===== src/sv/pfa_pkg.sv =====
// ----------------------------------------------------------------------------
// pfa_pkg: shared types and codes for the paged frame allocator
// Holds the request and response payloads, the mode and status codes, the
// register map, the sequencer states and the divider handshake structs.
// ----------------------------------------------------------------------------
package pfa_pkg;

  // request modes
  localparam logic [1:0] MODE_CREATE = 2'd0;
  localparam logic [1:0] MODE_RESIZE = 2'd1;
  localparam logic [1:0] MODE_XLATE  = 2'd2;
  localparam logic [1:0] MODE_FINISH = 2'd3;

  // response status codes
  localparam logic [2:0] ST_OK      = 3'd0;
  localparam logic [2:0] ST_OOM     = 3'd1;
  localparam logic [2:0] ST_UNKNOWN = 3'd2;
  localparam logic [2:0] ST_RANGE   = 3'd3;
  localparam logic [2:0] ST_EXISTS  = 3'd4;

  // register map (index taken from paddr[2])
  localparam logic REG_PAGE_SIZE   = 1'b0;
  localparam logic REG_FRAME_COUNT = 1'b1;

  localparam int ADDR_W      = 3;
  localparam int DIVIDEND_W  = 20;
  localparam int DIVISOR_W   = 13;
  localparam int FCOUNT_W    = 7;

  typedef struct packed {
    logic [1:0]  mode;
    logic [3:0]  process_slot;
    logic [18:0] byte_size;
    logic [5:0]  page_number;
  } req_t;

  typedef struct packed {
    logic [2:0] status;
    logic [5:0] frame;
    logic [6:0] page_total;
    logic [6:0] frames_free;
  } rsp_t;

  typedef struct packed {
    logic                  start;
    logic [DIVIDEND_W-1:0] dividend;
    logic [DIVISOR_W-1:0]  divisor;
  } div_req_t;

  typedef struct packed {
    logic                  done;
    logic [DIVIDEND_W-1:0] quotient;
  } div_rsp_t;

  typedef enum logic [3:0] {
    S_IDLE,
    S_RECOUNT,
    S_DECODE,
    S_DIV,
    S_GROW,
    S_SHRINK_RD,
    S_SHRINK_CLR,
    S_XLATE_WAIT,
    S_DONE
  } seq_state_t;

endpackage


===== src/sv/pfa_divider.sv =====
// ----------------------------------------------------------------------------
// pfa_divider: iterative restoring divider
// Produces one quotient bit per cycle; done pulses in the cycle the full
// quotient is available.
// ----------------------------------------------------------------------------
module pfa_divider (
  input  logic              clk,
  input  logic              rst,
  input  pfa_pkg::div_req_t req,
  output pfa_pkg::div_rsp_t rsp
);
  import pfa_pkg::*;

  localparam int CNT_W = $clog2(DIVIDEND_W + 1);

  logic                  busy;
  logic [CNT_W-1:0]      steps;
  logic [DIVIDEND_W-1:0] acc;
  logic [DIVISOR_W-1:0]  rem;
  logic [DIVISOR_W-1:0]  divisor;
  logic                  done;
  logic [DIVISOR_W:0]    trial;
  logic                  fits;

  // trial subtract of the next dividend bit
  always_comb begin
    trial = {rem, acc[DIVIDEND_W-1]};
    fits  = (trial >= {1'b0, divisor});
  end

  // control
  always_ff @(posedge clk) begin
    if (rst) begin
      busy  <= 1'b0;
      done  <= 1'b0;
      steps <= '0;
    end else begin
      done <= 1'b0;
      if (req.start) begin
        busy  <= 1'b1;
        steps <= CNT_W'(DIVIDEND_W);
      end else if (busy) begin
        steps <= steps - 1'b1;
        if (steps == CNT_W'(1)) begin
          busy <= 1'b0;
          done <= 1'b1;
        end
      end
    end
  end

  // datapath: shift dividend out, quotient bits in
  always_ff @(posedge clk) begin
    if (req.start) begin
      acc     <= req.dividend;
      rem     <= '0;
      divisor <= req.divisor;
    end else if (busy) begin
      acc <= {acc[DIVIDEND_W-2:0], fits};
      if (fits) begin
        rem <= DIVISOR_W'(trial - {1'b0, divisor});
      end else begin
        rem <= trial[DIVISOR_W-1:0];
      end
    end
  end

  assign rsp.done     = done;
  assign rsp.quotient = acc;

endmodule


===== config.mk =====
export PLATFORM = sky130hd
export DESIGN_NAME = pfa_divider
export DESIGN_NICKNAME = d
export VERILOG_FILES = /design/src/sv/pfa_pkg.sv /design/src/sv/pfa_divider.sv
export SDC_FILE = /design/constraint.sdc
export NUM_CORES = 1
export LEC_CHECK = 0
export ABC_AREA = 1
export ABC_CLOCK_PERIOD_IN_PS = 5900
export BUFFER_PORTS_ARGS = -buffer_cell sky130_fd_sc_hd__buf_2
export CAP_MARGIN = 15
export CELL_PAD_IN_SITES_DETAIL_PLACEMENT = 1
export CELL_PAD_IN_SITES_GLOBAL_PLACEMENT = 2
export CORE_ASPECT_RATIO = 0.8
export CORE_MARGIN = 5
export CORE_UTILIZATION = 34
export DETAILED_ROUTE_END_ITERATION = 7
export HOLD_SLACK_MARGIN = 0.02
export PLACE_DENSITY_LB_ADDON = 0.1
export SLEW_MARGIN = 20
export SYNTH_ARGS = -nofsm -noshare
export SYNTH_HDL_FRONTEND = slang
export SYNTH_SLANG_ARGS = --single-unit

===== constraint.sdc =====
create_clock -name clk -period 5.9 [get_ports clk]
set_clock_uncertainty 0.1 [all_clocks]
set_input_delay 1.18 -clock clk [delete_from_list [all_inputs] [get_ports clk]]
set_output_delay 1.18 -clock clk [all_outputs]
set_load 0.02 [all_outputs]

======== Word-level counts from Yosys, hierarchy flattened ========
Index checks and enable logic that the tools add are counted.
storage, ports and cells
  flip-flop bits (word level) ............. 53
  input bits .............................. 36
  output and inout port bits .............. 21
  logic and storage cells ................. 24
operators by class
  $add $sub $neg .......................... 2
  $lt $le $gt $ge ......................... 1
  equal/unequal tests ..................... 1
  mux-type cells .......................... 9
  bitwise operators ....................... 1
  reductions and logical operators ........ 3
operator list
  operator               number
  $mux W20               2
  $ge A14 B13 Y1         1
  $mux W13               1
  $sub A13 B13 Y13       1
  $mux W5                2
  $eq A5 B1 Y1 const B   1
  $sub A5 B1 Y5 const B  1
  $mux W1                4
  $reduce_or A3 Y1       1
  $reduce_bool A2 Y1     1
  $reduce_or A2 Y1       1
  $not A1 Y1             1

======== Depth between registers and ports, before layout ========
  depth after elaboration ................. 4
  depth in mapped cells ................... 14
  depth with buffers taken out ............ 13

======== Worst setup path after synthesis ========
Ideal clock, no wire load.
  kind .................................... in2reg
  start ................................... input port req[33] in the netlist's numbering
  end ..................................... register acc[0], enable pin
  setup time .............................. 0.379 ns
  arrival time ............................ 1.995 ns
  required time ........................... 5.421 ns
  path slack .............................. 3.426 ns
  stages on the path ...................... 3
  buffers on the path ..................... 1
  cell sequence ........................... clkbuf_1 > nor2_2 > inv_1
on the way
  cells in the longest elaborated chain, start to end .. 1
ends and longest elaborated chain
  what                                 line               text
  from (decl)                          pfa_divider.sv:9   input pfa_pkg::div_req_t req,
  $reduce_bool A2 Y1 (no source line)  -
  to (signal assigned)                 pfa_divider.sv:55  acc <= req.dividend;
  to (signal assigned)                 pfa_divider.sv:59  acc <= {acc[DIVIDEND_W-2:0], fits};
  to (decl)                            pfa_divider.sv:18  logic [DIVIDEND_W-1:0] acc;
Every way passes these cells.
A chain may end at the register's enable or synchronous reset.

======== Final worst setup path ========
  start ................................... input port req[33] in the netlist's numbering
  end ..................................... register acc[5], enable pin
Same word-level chain as after synthesis.

==> reports/metrics.yaml <==
outcome: "finished clean"
slew_viol_final: 0
setup_total_negative_slack_ns: 0
fin_ws_ns: 2.923
grt_pass1_vias: 2586
yosysSeqAreaShare_pct: 44.25
worstMarginPinSlew_ns: 0.9999
powerDensity_nw_per_um2: 248.7
holdCritPathClass: "flip-flop to flip-flop"
drtIter0Drc: 104
yosys_register_bits: 53
via_per_inst: 4.643
die_h_um: 96.02
path_cells: "buf_2, nor2_2, inv_1"
grt_max_degree: 39
grt_antenna_before_repair: 0
layout_commonest_cell: "nand2_1"
cts_hold_buf: 0
wl_per_cell_um: 14.16
multiInputGateArea_um2: 1415
filler_cell_count: 1122
p_leak_nw: 1.880
grt_overflow: 0
path_class: "primary input to flip-flop"
slew-limit-headroom_pct: 33.10
post-route-period-util_pct: 50.46
regToRegEndpoint: "acc[0]"
rsz0062_at_grt: "no"
r2r_start: "acc[19]"
port_buffers: 56
path_max_fanout: 38
p_total_w: 0.0009103
post-dp-hpwl_mm: 6.324
drc: 0
cts_buffer_depth: 2
layout_common_cells: "nand2_1 (147), inv_1 (66), buf_2 (56)"
die_area_um2: 11280
slowest_stage: "inv_1"
vias: 2656
hold_depth: 2
clk_pin_slew_ns: 0.07
cp.arrival_ns: 2.80
numCtsBuffers: 5
initial_core_util_pct: 34.79
syn_to_final_growth_pct: 16.43
clkLatencyLatePin_ns: 0.30
post_cts_buffers: 0
core_um2: 9037
track_usage_pct: 14.56
ys.flop_type: "edfxtp_1"
netlist_instances: 406
required_ns: 5.72
fmax_mhz: 335.9
final_util_pct: 40.51
synth_edf_count: 33
fin_crit_ns: 2.977
drive_gt1_share_pct: 19.69
crit_path_start_kind: "primary input"
gp_congestion: 0.8032
syn_nets: 458
min_from: "steps[4]"
dp_slack_ns: 2.513
setup_viol_count_final: 0
antenna_cells: 0
die_x_um: 117.5
holdWs_ns: 0.3750
finalHoldViolCount: 0
synthArstFlopShare_pct: 0
pin_count: 57
drtPass1Iterations: 4
h-tree-depth: 2
regArea_um2: 1391
slowest_delay_ns: 0.76
cts-root-buf: "clkbuf_16"
drv_cap: 0
rows: 31
rr_worst_depth: 12
wirelength_mm: 8.100
antenna_left: 0
whs_endpoint: "steps[4]"
vdd_drop_max_v: 0.0001311
final_nets: 508
cts_resized: 0
netlist_area_um2: 3144
cts_sinks: 53
cts_tree: "yes"
grt_first_pass_wirelength_mm: 13.02
yosysWarnings: 0
reg2reg_slack_ns: 3.24
end_kind: "flip-flop"
synth_area_per_cell_um2: 7.744
ys_types: 32
[where the power goes]
part	switching, W	total [W]	internal [W]
sequential	0.0000127	0.000436	0.000424
combinational	0.0000939	0.000141	0.0000475
clock	0.000133	0.000333	0.000200
total	0.000239	0.000910	0.000671
[registers in the layout, indices dropped and copies added (netlist names)]
register  flops
acc          20
busy          1
divisor      13
done          1
rem          13
steps         5
[through the flow]
step | area [um2] | cells
after CTS | 3661 | 572
after detailed placement | 3497 | 564
after global routing | 3661 | 572
after global placement | 3497 | 564
after floorplan | 3144 | 406
final | 3661 | 572
[final cells by class]
type,count,area share [%]
Tap cell,115,3.930
Timing Repair Buffer,56,7.656
Clock buffer,6,3.520
Inverter,71,7.280
Multi-Input combinational cell,269,38.65
Sequential cell,53,38.00
Clock inverter,2,0.9569
[synthesized netlist by cell type, types with 2 or more instances]
| cell type | instances | area (um2) |
|---|---|---|
| nand2_1 | 147 | 551.8 |
| o21ai_0 | 5 | 25.02 |
| nor2_4 | 2 | 22.52 |
| nand3_2 | 7 | 70.07 |
| clkbuf_1 | 5 | 18.77 |
| buf_2 | 6 | 30.03 |
| a21oi_1 | 5 | 25.02 |
| nand4_1 | 19 | 118.9 |
| o21ai_1 | 2 | 10.01 |
| nor2_2 | 3 | 18.77 |
| nand3_1 | 27 | 135.1 |
| nand2_2 | 6 | 37.54 |
| xor2_1 | 2 | 17.52 |
| edfxtp_1 | 33 | 991.0 |
| nor2_1 | 16 | 60.06 |
| inv_2 | 5 | 18.77 |
| xnor2_1 | 3 | 26.28 |
| ha_1 | 15 | 187.7 |
| dfxtp_1 | 20 | 400.4 |
| inv_1 | 66 | 247.7 |
[per-layer routing]
layer	share of wire, %	vias to the layer above	track usage (%)	wire [um]
li1	-	1389	-	-
met1	47	1225	18.92	3837
met2	48	33	24.39	3861
met3	3.8	9	3.467	306
met4	1.2	0	4.298	94
met5	0	-	0	0
[worst max-delay path, delay by kind of cell]
kind | cells | cell delay [ns]
simple gates | 1 | 0.25
buf+inv | 2 | 1.36
[kinds of logic (layout without fill, tap and decap cells)]
| kind of cell | Yosys count | count (layout) | synth area share, % |
|---|---|---|---|
| buffers and inverters | 84 | 135 | 10.74 |
| xor gates and xnor gates | 5 | 5 | 1.393 |
| AOI/OAI and AO/OA | 17 | 17 | 3.383 |
| DFF | 53 | 53 | 44.25 |
| and+or+nand+nor | 231 | 231 | 33.63 |
| adders and majority gates | 16 | 16 | 6.606 |
[how the worst max path moves through the flow]
stage                  from     end  slack, ns  cells past startpoint
global placement    req[33]  acc[1]       2.54                      3
detailed placement  req[33]  acc[3]       2.51                      3
floorplan           req[33]  acc[0]       3.43                      3
finish              req[33]  acc[5]       2.92                      3
CTS                 req[33]  acc[4]       2.84                      3
global route        req[33]  rem[0]       2.71                      4
(Power assumes the default switching activity.)
